===== config.mk =====
export PLATFORM = sky130hd
export DESIGN_NAME = ts_pid_demux_router_top
export DESIGN_NICKNAME = d
export VERILOG_FILES = /design/src/rtl/core/tpdr_pkg.sv /design/src/rtl/core/tpdr_cell.sv /design/src/rtl/core/ts_pid_demux_router_top.sv
export SDC_FILE = /design/constraint.sdc
export NUM_CORES = 2
export LEC_CHECK = 0
export BUFFER_PORTS_ARGS = -buffer_cell sky130_fd_sc_hd__buf_2
export CORE_ASPECT_RATIO = 0.7
export CORE_UTILIZATION = 51
export DETAILED_ROUTE_END_ITERATION = 12
export MAX_ROUTING_LAYER = met4
export PLACE_DENSITY = 0.67
export SLEW_MARGIN = 20
export SYNTH_ARGS = -nofsm -noshare
export SYNTH_HDL_FRONTEND = slang
export SYNTH_SLANG_ARGS = --single-unit
export TNS_END_PERCENT = 30

===== constraint.sdc =====
create_clock -name clk -period 11.9 [get_ports clk]
set_input_delay 0.595 -clock clk [delete_from_list [all_inputs] [get_ports clk]]
set_output_delay 0.595 -clock clk [all_outputs]
set_load 0.02 [all_outputs]

===== src/rtl/core/tpdr_pkg.sv =====
// Shared types and constants for the transport stream PID router.
package tpdr_pkg;

    localparam int PID_W     = 13;
    localparam int HITS_W    = 32;
    localparam int SLOT_CW   = 3;   // slot walk counter, holds up to four slots plus end
    localparam int BATCH_LEN = 7;
    localparam int CFG_IW    = 1;
    localparam int CFG_DW    = 4;

    localparam logic [2:0] OP_PACKET      = 3'd0;
    localparam logic [2:0] OP_WRITE_ENTRY = 3'd1;
    localparam logic [2:0] OP_WRITE_SLOT  = 3'd2;
    localparam logic [2:0] OP_STREAM_EN   = 3'd3;
    localparam logic [2:0] OP_READ_HITS   = 3'd4;

    localparam logic [1:0] KIND_ROUTED     = 2'd0;
    localparam logic [1:0] KIND_BYPASS     = 2'd1;
    localparam logic [1:0] KIND_COUNT      = 2'd2;
    localparam logic [1:0] KIND_BYPASS_OFF = 2'd3;

    localparam logic [CFG_IW-1:0] CFG_BYPASS_ENABLE = 1'd0;
    localparam logic [CFG_IW-1:0] CFG_BYPASS_STREAM = 1'd1;

    typedef struct packed {
        logic [2:0]  opcode;
        logic [7:0]  header_byte1;
        logic [7:0]  header_byte2;
        logic [3:0]  entry_index;
        logic [12:0] table_pid;
        logic [1:0]  slot_index;
        logic [3:0]  target_stream;
        logic        flag;
    } in_item_t;

    typedef struct packed {
        logic [1:0]  kind;
        logic [3:0]  out_stream;
        logic [2:0]  batch_position;
        logic        batch_full;
        logic [31:0] hit_count;
        logic        last;
    } out_item_t;

    // command held for the duration of one transaction, seen by every cell
    typedef struct packed {
        logic [2:0]       op;
        logic [PID_W-1:0] pid;
        logic [3:0]       entry_index;
        logic [PID_W-1:0] table_pid;
        logic [1:0]       slot_index;
        logic             flag;
    } cmd_t;

    // token and hit count lane passed from cell to cell
    typedef struct packed {
        logic              tok;
        logic [HITS_W-1:0] hits;
    } link_t;

    typedef struct packed {
        logic       valid;
        logic [3:0] target;
    } slot_req_t;

    typedef struct packed {
        logic adv;
        logic ok;
    } slot_rsp_t;

endpackage


===== src/rtl/core/tpdr_cell.sv =====
// One PID table entry: PID, active flag, stream slots and hit counter.
module tpdr_cell
    import tpdr_pkg::*;
#(
    parameter int IDX             = 0,
    parameter int SLOTS_PER_ENTRY = 4
)
(
    input  logic      clk,
    input  logic      rst_n,
    input  cmd_t      cmd,
    input  link_t     link_in,
    output link_t     link_out,
    input  slot_rsp_t rsp,
    output slot_req_t req
);

    localparam int SLW = (SLOTS_PER_ENTRY > 1) ? $clog2(SLOTS_PER_ENTRY) : 1;

    logic               tok_reg;
    logic [HITS_W-1:0]  lane_reg;
    logic [SLOT_CW-1:0] slot_reg;
    logic [PID_W-1:0]   pid_reg;
    logic               active_reg;
    logic [3:0]         tgt_reg  [SLOTS_PER_ENTRY];
    logic               sval_reg [SLOTS_PER_ENTRY];
    logic [HITS_W-1:0]  hits_reg;

    logic           match;
    logic           in_range;
    logic [SLW-1:0] sidx;
    logic           walking;
    logic           done;
    logic           my_entry;

    assign sidx     = slot_reg[SLW-1:0];
    assign my_entry = (cmd.entry_index == 4'(IDX));
    assign match    = (cmd.op == OP_PACKET) && active_reg && (pid_reg == cmd.pid);
    assign in_range = (slot_reg < SLOT_CW'(SLOTS_PER_ENTRY));

    always_comb
    begin
        walking = 1'b0;
        if (tok_reg && match && in_range)
        begin
            walking = sval_reg[sidx];
        end
    end

    assign done = tok_reg && !walking;

    assign req.valid  = walking;
    assign req.target = walking ? tgt_reg[sidx] : 4'd0;

    assign link_out.tok  = done;
    assign link_out.hits = ((cmd.op == OP_READ_HITS) && my_entry) ? hits_reg : lane_reg;

    always_ff @(posedge clk or negedge rst_n)
    begin
        if (!rst_n)
        begin
            tok_reg    <= 1'b0;
            slot_reg   <= '0;
            pid_reg    <= '0;
            active_reg <= 1'b0;
            hits_reg   <= '0;
            for (int i = 0; i < SLOTS_PER_ENTRY; i++)
            begin
                tgt_reg[i]  <= 4'd0;
                sval_reg[i] <= 1'b0;
            end
        end
        else
        begin
            if (link_in.tok)
            begin
                tok_reg  <= 1'b1;
                slot_reg <= '0;
            end
            else if (done)
            begin
                tok_reg <= 1'b0;
            end

            if (walking && rsp.adv)
            begin
                slot_reg <= slot_reg + 1'b1;
                if (rsp.ok)
                begin
                    hits_reg <= hits_reg + 1'b1;
                end
            end

            if (done && my_entry)
            begin
                if (cmd.op == OP_WRITE_ENTRY)
                begin
                    pid_reg    <= cmd.table_pid;
                    active_reg <= cmd.flag;
                end
                else if ((cmd.op == OP_WRITE_SLOT) &&
                         ({1'b0, cmd.slot_index} < 3'(SLOTS_PER_ENTRY)))
                begin
                    tgt_reg[cmd.slot_index[SLW-1:0]]  <= cmd.table_pid[3:0];
                    sval_reg[cmd.slot_index[SLW-1:0]] <= cmd.flag;
                end
            end
        end
    end

    // hit lane is payload, captured with the token
    always_ff @(posedge clk)
    begin
        if (link_in.tok)
        begin
            lane_reg <= link_in.hits;
        end
    end

endmodule


===== src/rtl/core/ts_pid_demux_router_top.sv =====
// Transport stream PID router: command decode, stream table, result staging.
//
// Input channel (in_valid/in_ready/in_data) takes one command transaction at a time:
// a packet header, a table write, a stream enable write or a hit count read.
// Output channel (out_valid/out_ready/out_data) returns the results of that
// transaction in order; the final one carries last. Writes give no result.
// A packet visits the row of PID entry cells in order, one cell per cycle while
// no entry is walking; a matching entry holds the token while it walks its valid
// slots in order. A filtered packet, table write or hit count read passes the token
// along the whole row; bypass packets and stream enable writes skip the row.
// in_ready is high only between transactions. All results pass through a
// one-deep holding register into the output register, so the last flag can be
// set once the walk ends; a stalled receiver holds the walk in place.
// The config port (cfg_we/cfg_index/cfg_data) sets bypass mode and the master
// stream. It must be written only while the block is idle; the block does not check.
// Reset clears all tables, counters and config registers; the block is ready
// as soon as reset is released.
module ts_pid_demux_router_top
    import tpdr_pkg::*;
#(
    parameter int PID_ENTRIES     = 16,
    parameter int SLOTS_PER_ENTRY = 4,
    parameter int STREAM_COUNT    = 16
)
(
    input  logic              clk,
    input  logic              rst_n,
    input  logic              in_valid,
    output logic              in_ready,
    input  in_item_t          in_data,
    output logic              out_valid,
    input  logic              out_ready,
    output out_item_t         out_data,
    input  logic              cfg_we,
    input  logic [CFG_IW-1:0] cfg_index,
    input  logic [CFG_DW-1:0] cfg_data
);

    localparam int SIW = (STREAM_COUNT > 1) ? $clog2(STREAM_COUNT) : 1;

    localparam logic [1:0] ST_IDLE  = 2'd0;
    localparam logic [1:0] ST_CHAIN = 2'd1;
    localparam logic [1:0] ST_FIN   = 2'd2;

    logic [1:0] state_reg, state_next;
    cmd_t       cmd_reg;
    logic       bypass_en_reg;
    logic [3:0] bypass_stream_reg;
    logic       stream_en_reg [STREAM_COUNT];
    logic [2:0] batch_reg     [STREAM_COUNT];
    logic       pend_valid_reg, pend_valid_next;
    out_item_t  pend_reg;
    logic       out_valid_reg, out_valid_next;
    out_item_t  out_reg;

    link_t      link [PID_ENTRIES+1];
    slot_req_t  reqs [PID_ENTRIES];
    slot_req_t  req;
    slot_rsp_t  rsp;
    logic [PID_ENTRIES-1:0] tok_vec;

    logic       accept;
    logic       bypass_pkt;
    logic       chain_op;
    logic       free;
    logic       tgt_ok;
    logic       m_ok;
    logic       ts_ok;
    logic       route_fire;
    logic [2:0] pos;
    logic       full;
    logic       rd_end;
    logic       new_valid;
    out_item_t  new_item;
    logic       load_out;
    out_item_t  out_load;

    assign in_ready   = (state_reg == ST_IDLE);
    assign accept     = in_valid && in_ready;
    assign bypass_pkt = (in_data.opcode == OP_PACKET) && bypass_en_reg;
    assign chain_op   = ((in_data.opcode == OP_PACKET) && !bypass_en_reg) ||
                        (in_data.opcode == OP_WRITE_ENTRY) ||
                        (in_data.opcode == OP_WRITE_SLOT) ||
                        (in_data.opcode == OP_READ_HITS);

    assign free = !out_valid_reg || out_ready;

    // chain entry and cells
    assign link[0].tok  = accept && chain_op;
    assign link[0].hits = '0;

    for (genvar g = 0; g < PID_ENTRIES; g++)
    begin : g_cell
        tpdr_cell #(
            .IDX             (g),
            .SLOTS_PER_ENTRY (SLOTS_PER_ENTRY)
        ) u_cell (
            .clk      (clk),
            .rst_n    (rst_n),
            .cmd      (cmd_reg),
            .link_in  (link[g]),
            .link_out (link[g+1]),
            .rsp      (rsp),
            .req      (reqs[g])
        );
        assign tok_vec[g] = link[g+1].tok;
    end

    // at most one cell holds the token, so OR-merging the requests is safe
    always_comb
    begin
        req = '0;
        for (int i = 0; i < PID_ENTRIES; i++)
        begin
            req.valid  = req.valid | reqs[i].valid;
            req.target = req.target | reqs[i].target;
        end
    end

    always_comb
    begin
        tgt_ok = 1'b0;
        pos    = 3'd0;
        if ({1'b0, req.target} < 5'(STREAM_COUNT))
        begin
            tgt_ok = stream_en_reg[req.target[SIW-1:0]];
            pos    = batch_reg[req.target[SIW-1:0]];
        end
    end

    always_comb
    begin
        m_ok = 1'b0;
        if ({1'b0, bypass_stream_reg} < 5'(STREAM_COUNT))
        begin
            m_ok = stream_en_reg[bypass_stream_reg[SIW-1:0]];
        end
    end

    assign ts_ok = ({1'b0, in_data.target_stream} < 5'(STREAM_COUNT));
    assign full  = (pos == 3'(BATCH_LEN - 1));

    assign rsp.adv    = !pend_valid_reg || free;
    assign rsp.ok     = tgt_ok;
    assign route_fire = req.valid && rsp.adv;
    assign rd_end     = (state_reg == ST_CHAIN) && link[PID_ENTRIES].tok &&
                        (cmd_reg.op == OP_READ_HITS);

    // new result into the holding register
    always_comb
    begin
        new_valid = 1'b0;
        new_item  = '0;
        priority if (accept && bypass_pkt)
        begin
            new_valid           = 1'b1;
            new_item.kind       = m_ok ? KIND_BYPASS : KIND_BYPASS_OFF;
            new_item.out_stream = bypass_stream_reg;
        end
        else if (rd_end)
        begin
            new_valid          = 1'b1;
            new_item.kind      = KIND_COUNT;
            new_item.hit_count = link[PID_ENTRIES].hits;
        end
        else if (route_fire && tgt_ok)
        begin
            new_valid               = 1'b1;
            new_item.kind           = KIND_ROUTED;
            new_item.out_stream     = req.target;
            new_item.batch_position = pos;
            new_item.batch_full     = full;
        end
    end

    assign load_out = pend_valid_reg &&
                      (new_valid || ((state_reg == ST_FIN) && free));

    always_comb
    begin
        out_load      = pend_reg;
        out_load.last = (state_reg == ST_FIN);
    end

    always_comb
    begin
        pend_valid_next = pend_valid_reg;
        if (new_valid)
        begin
            pend_valid_next = 1'b1;
        end
        else if (load_out)
        begin
            pend_valid_next = 1'b0;
        end

        out_valid_next = out_valid_reg;
        if (load_out)
        begin
            out_valid_next = 1'b1;
        end
        else if (out_ready)
        begin
            out_valid_next = 1'b0;
        end
    end

    always_comb
    begin
        state_next = state_reg;
        unique case (state_reg)
            ST_IDLE:
            begin
                if (accept)
                begin
                    state_next = chain_op ? ST_CHAIN : ST_FIN;
                end
            end
            ST_CHAIN:
            begin
                if (link[PID_ENTRIES].tok)
                begin
                    state_next = ST_FIN;
                end
            end
            ST_FIN:
            begin
                if (!pend_valid_reg || free)
                begin
                    state_next = ST_IDLE;
                end
            end
            default:
            begin
                state_next = ST_IDLE;
            end
        endcase
    end

    always_ff @(posedge clk or negedge rst_n)
    begin
        if (!rst_n)
        begin
            state_reg         <= ST_IDLE;
            pend_valid_reg    <= 1'b0;
            out_valid_reg     <= 1'b0;
            bypass_en_reg     <= 1'b0;
            bypass_stream_reg <= 4'd0;
            for (int i = 0; i < STREAM_COUNT; i++)
            begin
                stream_en_reg[i] <= 1'b0;
                batch_reg[i]     <= 3'd0;
            end
        end
        else
        begin
            state_reg      <= state_next;
            pend_valid_reg <= pend_valid_next;
            out_valid_reg  <= out_valid_next;

            if (cfg_we && (cfg_index == CFG_BYPASS_ENABLE))
            begin
                bypass_en_reg <= cfg_data[0];
            end
            if (cfg_we && (cfg_index == CFG_BYPASS_STREAM))
            begin
                bypass_stream_reg <= cfg_data[3:0];
            end

            for (int i = 0; i < STREAM_COUNT; i++)
            begin
                if (accept && (in_data.opcode == OP_STREAM_EN) && ts_ok &&
                    (in_data.target_stream == 4'(i)))
                begin
                    stream_en_reg[i] <= in_data.flag;
                    batch_reg[i]     <= 3'd0;
                end
                else if (accept && bypass_pkt && m_ok && (bypass_stream_reg == 4'(i)))
                begin
                    batch_reg[i] <= 3'd0;   // bypass flushes the master's batch
                end
                else if (route_fire && tgt_ok && (req.target == 4'(i)))
                begin
                    batch_reg[i] <= full ? 3'd0 : pos + 3'd1;
                end
            end
        end
    end

    // payload registers
    always_ff @(posedge clk)
    begin
        if (accept)
        begin
            cmd_reg.op          <= in_data.opcode;
            cmd_reg.pid         <= {in_data.header_byte1[4:0], in_data.header_byte2};
            cmd_reg.entry_index <= in_data.entry_index;
            // slot target rides in the low bits of table_pid for slot writes
            cmd_reg.table_pid   <= (in_data.opcode == OP_WRITE_SLOT) ?
                                   {9'd0, in_data.target_stream} : in_data.table_pid;
            cmd_reg.slot_index  <= in_data.slot_index;
            cmd_reg.flag        <= in_data.flag;
        end
        if (new_valid)
        begin
            pend_reg <= new_item;
        end
        if (load_out)
        begin
            out_reg <= out_load;
        end
    end

    assign out_valid = out_valid_reg;
    assign out_data  = out_reg;

`ifndef SYNTHESIS
    a_idle_pend_empty: assert property (@(posedge clk) disable iff (!rst_n)
        in_ready |-> !pend_valid_reg)
        else $error("holding register not empty between transactions");

    a_single_token: assert property (@(posedge clk) disable iff (!rst_n)
        $onehot0(tok_vec))
        else $error("more than one cell passing the token");

    a_walk_in_chain: assert property (@(posedge clk) disable iff (!rst_n)
        req.valid |-> (state_reg == ST_CHAIN))
        else $error("slot walk outside chain phase");

    a_no_overwrite: assert property (@(posedge clk) disable iff (!rst_n)
        load_out |-> free)
        else $error("output register overwritten while stalled");
`endif

endmodule


# Word level (Yosys, flattened, before mapping)
# Cells that the tools add are included.
dict set report word_totals {
  ff_bits 1794
  in_bits 53
  out_inout_bits 45
  elab_cells 1133
}
dict set report op_classes {
  addsub 33
  order_cmp 36
  eq_ne 89
  n_mux 319
  bitwise 53
  n_reduce_logical 325
}
# cell count
set op_table {}
lappend op_table {{adder 32 x 1 -> 32 bit (second input constant)} 16}
lappend op_table {{2-to-1 mux 32 bit} 15}
lappend op_table {{bitwise mux 16 bit} 16}
lappend op_table {{2-to-1 mux 3 bit} 83}
lappend op_table {{== test 13 bit} 16}
lappend op_table {{2-to-1 mux 4 bit} 50}
lappend op_table {{logical AND 1 bit} 192}
lappend op_table {{binary-select mux 4 bit (select 2 bit)} 16}
lappend op_table {{== test 4 bit (second input constant)} 32}
lappend op_table {{2-to-1 mux 1 bit} 92}
lappend op_table {{nonzero test 2 bit} 34}
lappend op_table {{bitwise mux 4 bit} 16}
lappend op_table {{== test 4 x 3 -> 1 bit (second input constant)} 16}
lappend op_table {{AND reduction 2 bit} 32}
lappend op_table {{OR 4 bit} 15}
lappend op_table {{adder 3 x 1 -> 3 bit (second input constant)} 17}
lappend op_table {{greater-or-equal comparator 3 bit (second input constant)} 17}
lappend op_table {{inverter 2 -> 3 bit} 17}
lappend op_table {{AND reduction 3 bit} 17}
lappend op_table {{< comparator 3 bit (second input constant)} 16}
lappend op_table {{nonzero test 3 bit} 16}
lappend op_table {{binary-select mux 1 bit (select 2 bit)} 16}
lappend op_table {{== test 4 x 2 -> 1 bit (second input constant)} 8}
lappend op_table {{zero test 1 bit} 19}
lappend op_table {{other kinds (26)} 71}

# Longest topological paths before layout
dict set report depth {
  word_depth 34
  ltp_mapped 20
  mapped_depth_nobuf 12
}

# Modules after synthesis
# A second synthesis with hierarchy kept.
dict set report unflattened {
  hier_cells 6487
  hier_area_um2 86276.5
}
# mod instances cells_per_inst area_each_um2 seq_area_each_um2
set modules_own_cells {}
lappend modules_own_cells {{tpdr_cell at g_cell[11].u_cell ...} 4 372 4820.9 2712.6}
lappend modules_own_cells {{tpdr_cell at g_cell[10].u_cell ...} 3 373 4929.7 2712.6}
lappend modules_own_cells {{tpdr_cell at g_cell[12].u_cell ...} 2 373 4901.0 2712.6}
lappend modules_own_cells {{tpdr_cell at g_cell[4].u_cell ...} 2 357 4873.4 2712.6}
lappend modules_own_cells {{tpdr_cell at g_cell[1].u_cell ...} 2 340 4705.8 2712.6}
lappend modules_own_cells {ts_pid_demux_router_top 1 670 8624.5 5460.2}
lappend modules_own_cells {{tpdr_cell at g_cell[15].u_cell} 1 359 4912.2 2712.6}
lappend modules_own_cells {{tpdr_cell at g_cell[9].u_cell} 1 350 4880.9 2712.6}
lappend modules_own_cells {{tpdr_cell at g_cell[0].u_cell} 1 361 4825.9 2712.6}

# Worst setup path after synthesis
# Ideal clock, no wire load.
dict set report synth_path {
  path_type {register to register}
  from {reg g_cell[0].u_cell.slot_reg[0]}
  to {reg out_reg, in the netlist out_data[0], enable pin}
  setup_time_ns 0.458
  t_arrival_ns 5.556
  required_ns 11.442
  slack_ns 5.887
  path_stages_with_launch 18
  n_path_buf 6
  period_less_slack_ns 6.013
  path_cell_list {dfrtp_1 > clkbuf_1 > mux4_2 > nand3_1 > o32ai_1 > a2111oi_0 > nand4_1 > buf_6 > buf_8 > mux4_2 > nand3b_2 > and2_1 > buf_6 > buf_6 > buf_2 > nand2_2 > a21oi_1 > a21oi_1}
}
dict set report synth_between {
  elab_chain_cells 31
  elab_cells_between_ends 52
  cone_classes {order compare (1); mux (14); bitwise (32); reduce/logical (5)}
}
# element line_no
set synth_rtl {}
lappend synth_rtl {{start, declared} tpdr_cell.sv:22} ;# logic [SLOT_CW-1:0] slot_reg;
lappend synth_rtl {{start signal, assigned} tpdr_cell.sv:87} ;# slot_reg <= slot_reg + 1'b1;
lappend synth_rtl {{inverter 2 -> 3 bit (implied by the code)} {tpdr_cell.sv:46, tpdr_cell.sv:53}}
lappend synth_rtl {{binary-select mux 1 bit (select 2 bit)} tpdr_cell.sv:46} ;# walking = sval_reg[sidx];
lappend synth_rtl {{2-to-1 mux 1 bit (implied by the code) (2 in a row)} tpdr_cell.sv:46}
lappend synth_rtl {{2-to-1 mux 1 bit} tpdr_cell.sv:44} ;# if (tok_reg && match && in_range)
lappend synth_rtl {{2-to-1 mux 4 bit} tpdr_cell.sv:53} ;# assign req.target = walking ? tgt_reg[sidx] : 4'd0;
lappend synth_rtl {{OR 4 bit (15 in a row)} ts_pid_demux_router_top.sv:116} ;# req.target = req.target | reqs[i].target;
lappend synth_rtl {{inverter 4 -> 5 bit (implied by the code)} ts_pid_demux_router_top.sv:126} ;# tgt_ok = stream_en_reg[req.target[SIW-1:0]];
lappend synth_rtl {{binary-select mux 1 bit (select 4 bit)} ts_pid_demux_router_top.sv:126}
lappend synth_rtl {{2-to-1 mux 1 bit (implied by the code) (2 in a row)} ts_pid_demux_router_top.sv:126}
lappend synth_rtl {{logical AND 1 bit (*)} ts_pid_demux_router_top.sv:166} ;# else if (route_fire && tgt_ok)
lappend synth_rtl {{2-to-1 mux 1 bit (*)} ts_pid_demux_router_top.sv:166}
lappend synth_rtl {{2-to-1 mux 1 bit (*)} ts_pid_demux_router_top.sv:160} ;# else if (rd_end)
lappend synth_rtl {{2-to-1 mux 1 bit (*)} ts_pid_demux_router_top.sv:154} ;# priority if (accept && bypass_pkt)
lappend synth_rtl {{logical OR 1 bit (*)} ts_pid_demux_router_top.sv:177} ;# (new_valid || ((state_reg == ST_FIN) && free));
lappend synth_rtl {{logical AND 1 bit (*)} ts_pid_demux_router_top.sv:176} ;# assign load_out = pend_valid_reg &&
lappend synth_rtl {{named net load_out} ts_pid_demux_router_top.sv:75} ;# logic load_out;
lappend synth_rtl {{end signal, assigned} ts_pid_demux_router_top.sv:310} ;# out_reg <= out_load;
lappend synth_rtl {{end, declared} ts_pid_demux_router_top.sv:54} ;# out_item_t out_reg;
# The timed path passes the listed nets; every way through them passes the cells marked *. The select of a mux whose other input is x is not followed.
# A chain may end at the register's enable or synchronous reset.

# Worst setup path in the final report
dict set report layout_path {
  from {reg g_cell[15].u_cell.slot_reg[0]}
  to {reg pend_reg, in the netlist out_load[10], enable pin}
}
dict set report layout_between {
  elab_chain_cells 15
  elab_cells_between_ends 26
  cone_classes {order compare (1); mux (14); bitwise (4); reduce/logical (7)}
}
# element line_no
set layout_rtl {}
lappend layout_rtl {{start, declared} tpdr_cell.sv:22}
lappend layout_rtl {{start signal, assigned} tpdr_cell.sv:87}
lappend layout_rtl {{inverter 2 -> 3 bit (implied by the code)} {tpdr_cell.sv:46, tpdr_cell.sv:53}}
lappend layout_rtl {{binary-select mux 1 bit (select 2 bit)} tpdr_cell.sv:46}
lappend layout_rtl {{2-to-1 mux 1 bit (implied by the code) (2 in a row)} tpdr_cell.sv:46}
lappend layout_rtl {{2-to-1 mux 1 bit} tpdr_cell.sv:44}
lappend layout_rtl {{2-to-1 mux 4 bit} tpdr_cell.sv:53}
lappend layout_rtl {{OR 4 bit} ts_pid_demux_router_top.sv:116}
lappend layout_rtl {{inverter 4 -> 5 bit (implied by the code)} ts_pid_demux_router_top.sv:126}
lappend layout_rtl {{binary-select mux 1 bit (select 4 bit)} ts_pid_demux_router_top.sv:126}
lappend layout_rtl {{2-to-1 mux 1 bit (implied by the code) (2 in a row)} ts_pid_demux_router_top.sv:126}
lappend layout_rtl {{logical AND 1 bit} ts_pid_demux_router_top.sv:166}
lappend layout_rtl {{2-to-1 mux 1 bit} ts_pid_demux_router_top.sv:166}
lappend layout_rtl {{2-to-1 mux 1 bit (*)} ts_pid_demux_router_top.sv:160}
lappend layout_rtl {{2-to-1 mux 1 bit (*)} ts_pid_demux_router_top.sv:154}
lappend layout_rtl {{named net new_valid} ts_pid_demux_router_top.sv:73} ;# logic new_valid;
lappend layout_rtl {{end signal, assigned} ts_pid_demux_router_top.sv:306} ;# pend_reg <= new_item;
lappend layout_rtl {{end, declared} ts_pid_demux_router_top.sv:52} ;# out_item_t pend_reg;
# Marks and branches as above.

==> metrics.md <==
| Metric | Value |
|---|---|
| Status | `complete, but fails checks` |
| Failing checks | `DRC` |
| Largest register FFs | `512` |
| Post-synth ARST share | `66.50%` |
| DR WL/cell | `23.62 um` |
| Minimum clock period | `6.914 ns` |
| GRT Util Overall | `25.74%` |
| Via count | `48910` |
| R2R depth | `15` |
| Hold path depth | `2` |
| Initial antenna violation count | `5` |
| Slew HR | `18.00%` |
| Total wire length | `197400 um` |
| CTS root buffer | `clkbuf_16` |
| Area Overhead vs Synth | `10.49%` |
| Most used DFF post-synth | `dfrtp_1` |
| Arrival @ worst endpoint | `7.42 ns` |
| CP Launch Type | `flop` |
| Worst-path clk slew | `0.06 ns` |
| Antenna-violating nets left | `0` |
| Final Cell Area | `89320 um2` |
| Power Density | `150.6 nW/um2` |
| Ys Warns | `0` |
| Share of cells above drive strength 1 | `26.30%` |
| Count of pins over their slew limit | `0` |
| Cell count after synthesis | `6028` |
| DRC | `15` |
| R2r startpoint | `g_cell[15].u_cell.slot_reg[0]` |
| Crit path capture type | `flop` |
| Leakage dissipation | `0.03745 uW` |
| Fin crit share | `58.10%` |
| IO Count | `98` |
| Global-route wire length before repair | `307200 um` |
| HP Class | `in -> reg` |
| RSZ-0062 raised after global routing | `false` |
| Max clock buf depth | `3` |
| RR Endpoint | `out_load[10]` |
| Post-synth EDFFs | `601` |
| Req. time, crit path | `12.41 ns` |
| I/O Buffers | `94` |
| Core footprint | `156400 um2` |
| Post-Syn Nets | `6113` |
| Post-synth cell types | `81` |
| Nets | `6210` |
| Placed Instance Area | `83490 um2` |
| CTS tree | `done` |
| Synthesis-stage register bit count | `1794` |
| Endpoints failing setup | `0` |
| Clock skew | `0.02934 ns` |
| Seq/Total Area, Yosys | `59.25%` |
| Worst IR drop on VDD | `0.0001270 V` |
| Avg Vias per Cell | `5.852` |
| Fin Setup TNS | `0 ns` |
| Fmax | `144.6 MHz` |
| # H-tree levels | `4` |
| Pre-Repair DR Iteration Count | `10` |
| Number of global-route vias before repair | `49080` |
| Die Ht | `335.1 um` |
| Hold-fix buffers at CTS | `25` |
| Critical path type | `reg -> reg` |
| RD Place Congestion | `1.000` |
| Syn Area/Cell | `13.41 um2` |
| DP Worst Slack | `5.283 ns` |
| Largest net degree at the start of global routing | `181` |
| Max-cap violations | `0` |
| Worst-Margin Slew | `1.221 ns` |
| Clock sink total | `1794` |
| Hold Vio Cnt, Final | `0` |
| Total Die Area | `160100 um2` |
| Fillers | `12460` |
| Ant. Diodes | `0` |
| Row count | `121` |
| Reg2reg setup slack | `4.99 ns` |
| Post-Syn Area | `80840 um2` |
| Clk_lat worst skew | `0.82 ns` |
| Fin worst setup slack | `4.986 ns` |
| Postcts setup bufs | `0` |
| DR iter-0 viols | `4414` |
| Peak fanout along the critical path | `38` |
| CTS Buf Count | `168` |
| Hold path endpoint | `cmd_reg[11]` |
| Initial core utilization | `51.69%` |
| DP HPWL | `135500 um` |
| Chip width | `477.9 um` |
| Aggregate global routing overflow | `0` |
| Gates resized, CTS repair | `0` |
| Hold Path Origin | `in_data[15]` |
## cell type report
type / count / area, um2 / area share, %
Tap cell: 2091 / 2616 / 2.929
Inverter: 56 / 210.2 / 0.2353
Sequential cell: 1794 / 47900 / 53.63
Multi-Input combinational cell: 3878 / 31520 / 35.29
Timing Repair Buffer: 227 / 1628 / 1.822
Clock buffer: 248 / 4881 / 5.464
Clock inverter: 64 / 566.8 / 0.6345
## synthesized netlist by cell type (12+ instances only)
cell      count  share of area (%)
nor2_1      216                1.0
buf_2        64               0.40
mux2_2     1035                 14
a211oi_2     20               0.31
and4_1       51               0.55
edfxtp_1    601                 22
or3_1        17               0.13
ha_1         32               0.50
xnor2_1     502                5.4
mux2i_1      60               0.74
a21oi_1      99               0.61
and2_1       63               0.49
dfrtp_1    1193                 37
nor3_1       83               0.51
o21ai_0      75               0.46
inv_1        56               0.26
buf_1        23               0.11
nand3b_1     15               0.14
xor2_1      201                2.2
mux4_2       71                2.0
nor4_1       65               0.50
nor4b_1      12               0.13
clkbuf_1    183               0.85
nand2_1     428                2.0
o211ai_1     17               0.16
buf_6        22               0.31
and3_1      148                1.1
nand4_1     167                1.3
nand2b_1     25               0.19
nand3_1     282                1.7
nor2b_1      27               0.21
a311oi_1     33               0.36
## cells by family (layout without fill, tap and decap cells)
family / count (synthesis) / in the layout / synth area share (%)
flops: 1794 / 1794 / 59.25
simple gates: 1644 / 1644 / 10.54
mux: 1167 / 1167 / 17.15
xor+xnor: 704 / 704 / 7.636
buf+inv: 356 / 595 / 2.003
compound gates: 331 / 331 / 2.919
fa+ha+maj: 32 / 32 / 0.4953
## per-stage QoR
step / instances / total power, uW / util (%) / hold WS [ns]
CTS: 8356 / 13550 / 57.03 / 0.006115
floorplan: 6028 / 7676 / - / 0.2994
finish: 8358 / 13460 / 57.12 / 0.07545
global route: 8358 / 13910 / 57.12 / 0.04525
global placement: 8019 / 8168 / 53.37 / 0.4033
detailed placement: 8019 / 8187 / 53.39 / 0.4045
## routing by layer
| metal | vias to the layer above | part of all wire [%] | global-route usage [%] |
|---|---|---|---|
| met4 | 0 | 1.5 | 5.268 |
| met3 | 235 | 7.1 | 5.419 |
| li1 | 22080 | - | - |
| met5 | - | 0 | - |
| met1 | 25260 | 49 | 38.83 |
| met2 | 1337 | 43 | 35.66 |
## power by group
part	leakage [uW]	total, uW	switching, uW	internal (uW)
clock	0.00268	5360	2360	3000
sequential	0.0222	6960	195	6770
combinational	0.0126	1130	769	360
## worst max-delay path, cell delays in order, from the launching register on
cell	delay, ns
dfrtp_1	0.65
mux4_2	0.64
and4_4	0.23
nor4b_1	0.14
buf_4	0.21
nor4_1	0.60
nand4_1	0.77
mux4_2	0.78
nand3_2	0.20
o31a_2	0.40
buf_4	0.61
nand2_2	0.06
buf_4	0.26
a21oi_1	0.38
inv_1	0.19
buf_4	0.32
## worst max path at each step
| stage | cells past startpoint | slack (ns) | startpoint | to |
|---|---|---|---|---|
| 2_1_floorplan | 17 | 5.89 | g_cell[0].u_cell.slot_reg[0] | out_data[0] |
| 3_3_place_gp | 16 | 5.40 | g_cell[15].u_cell.slot_reg[0] | out_load[12] |
| 3_5_place_dp | 16 | 5.28 | g_cell[15].u_cell.slot_reg[0] | out_load[11] |
| 4_1_cts | 16 | 5.27 | g_cell[15].u_cell.slot_reg[0] | out_load[10] |
| 5_1_grt | 16 | 4.75 | g_cell[15].u_cell.slot_reg[0] | out_load[10] |
| 6_report | 15 | 4.99 | g_cell[15].u_cell.slot_reg[0] | out_load[10] |
## cells in the final DEF (no fill, tap or decap), types with 98 or more instances in the layout
| cell | synthesis | final |
|---|---|---|
| and3_1 | 148 | 148 |
| dfrtp_1 | 1193 | 1193 |
| xnor2_1 | 502 | 502 |
| buf_4 | 7 | 102 |
| clkbuf_16 | 0 | 173 |
| nor2_1 | 216 | 215 |
| mux2_2 | 1035 | 1035 |
| nand3_1 | 282 | 282 |
| edfxtp_1 | 601 | 601 |
| a21oi_1 | 99 | 98 |
| nand4_1 | 167 | 167 |
| xor2_1 | 201 | 201 |
| nand2_1 | 428 | 428 |
Note: power is estimated with default switching activity, not from simulation.
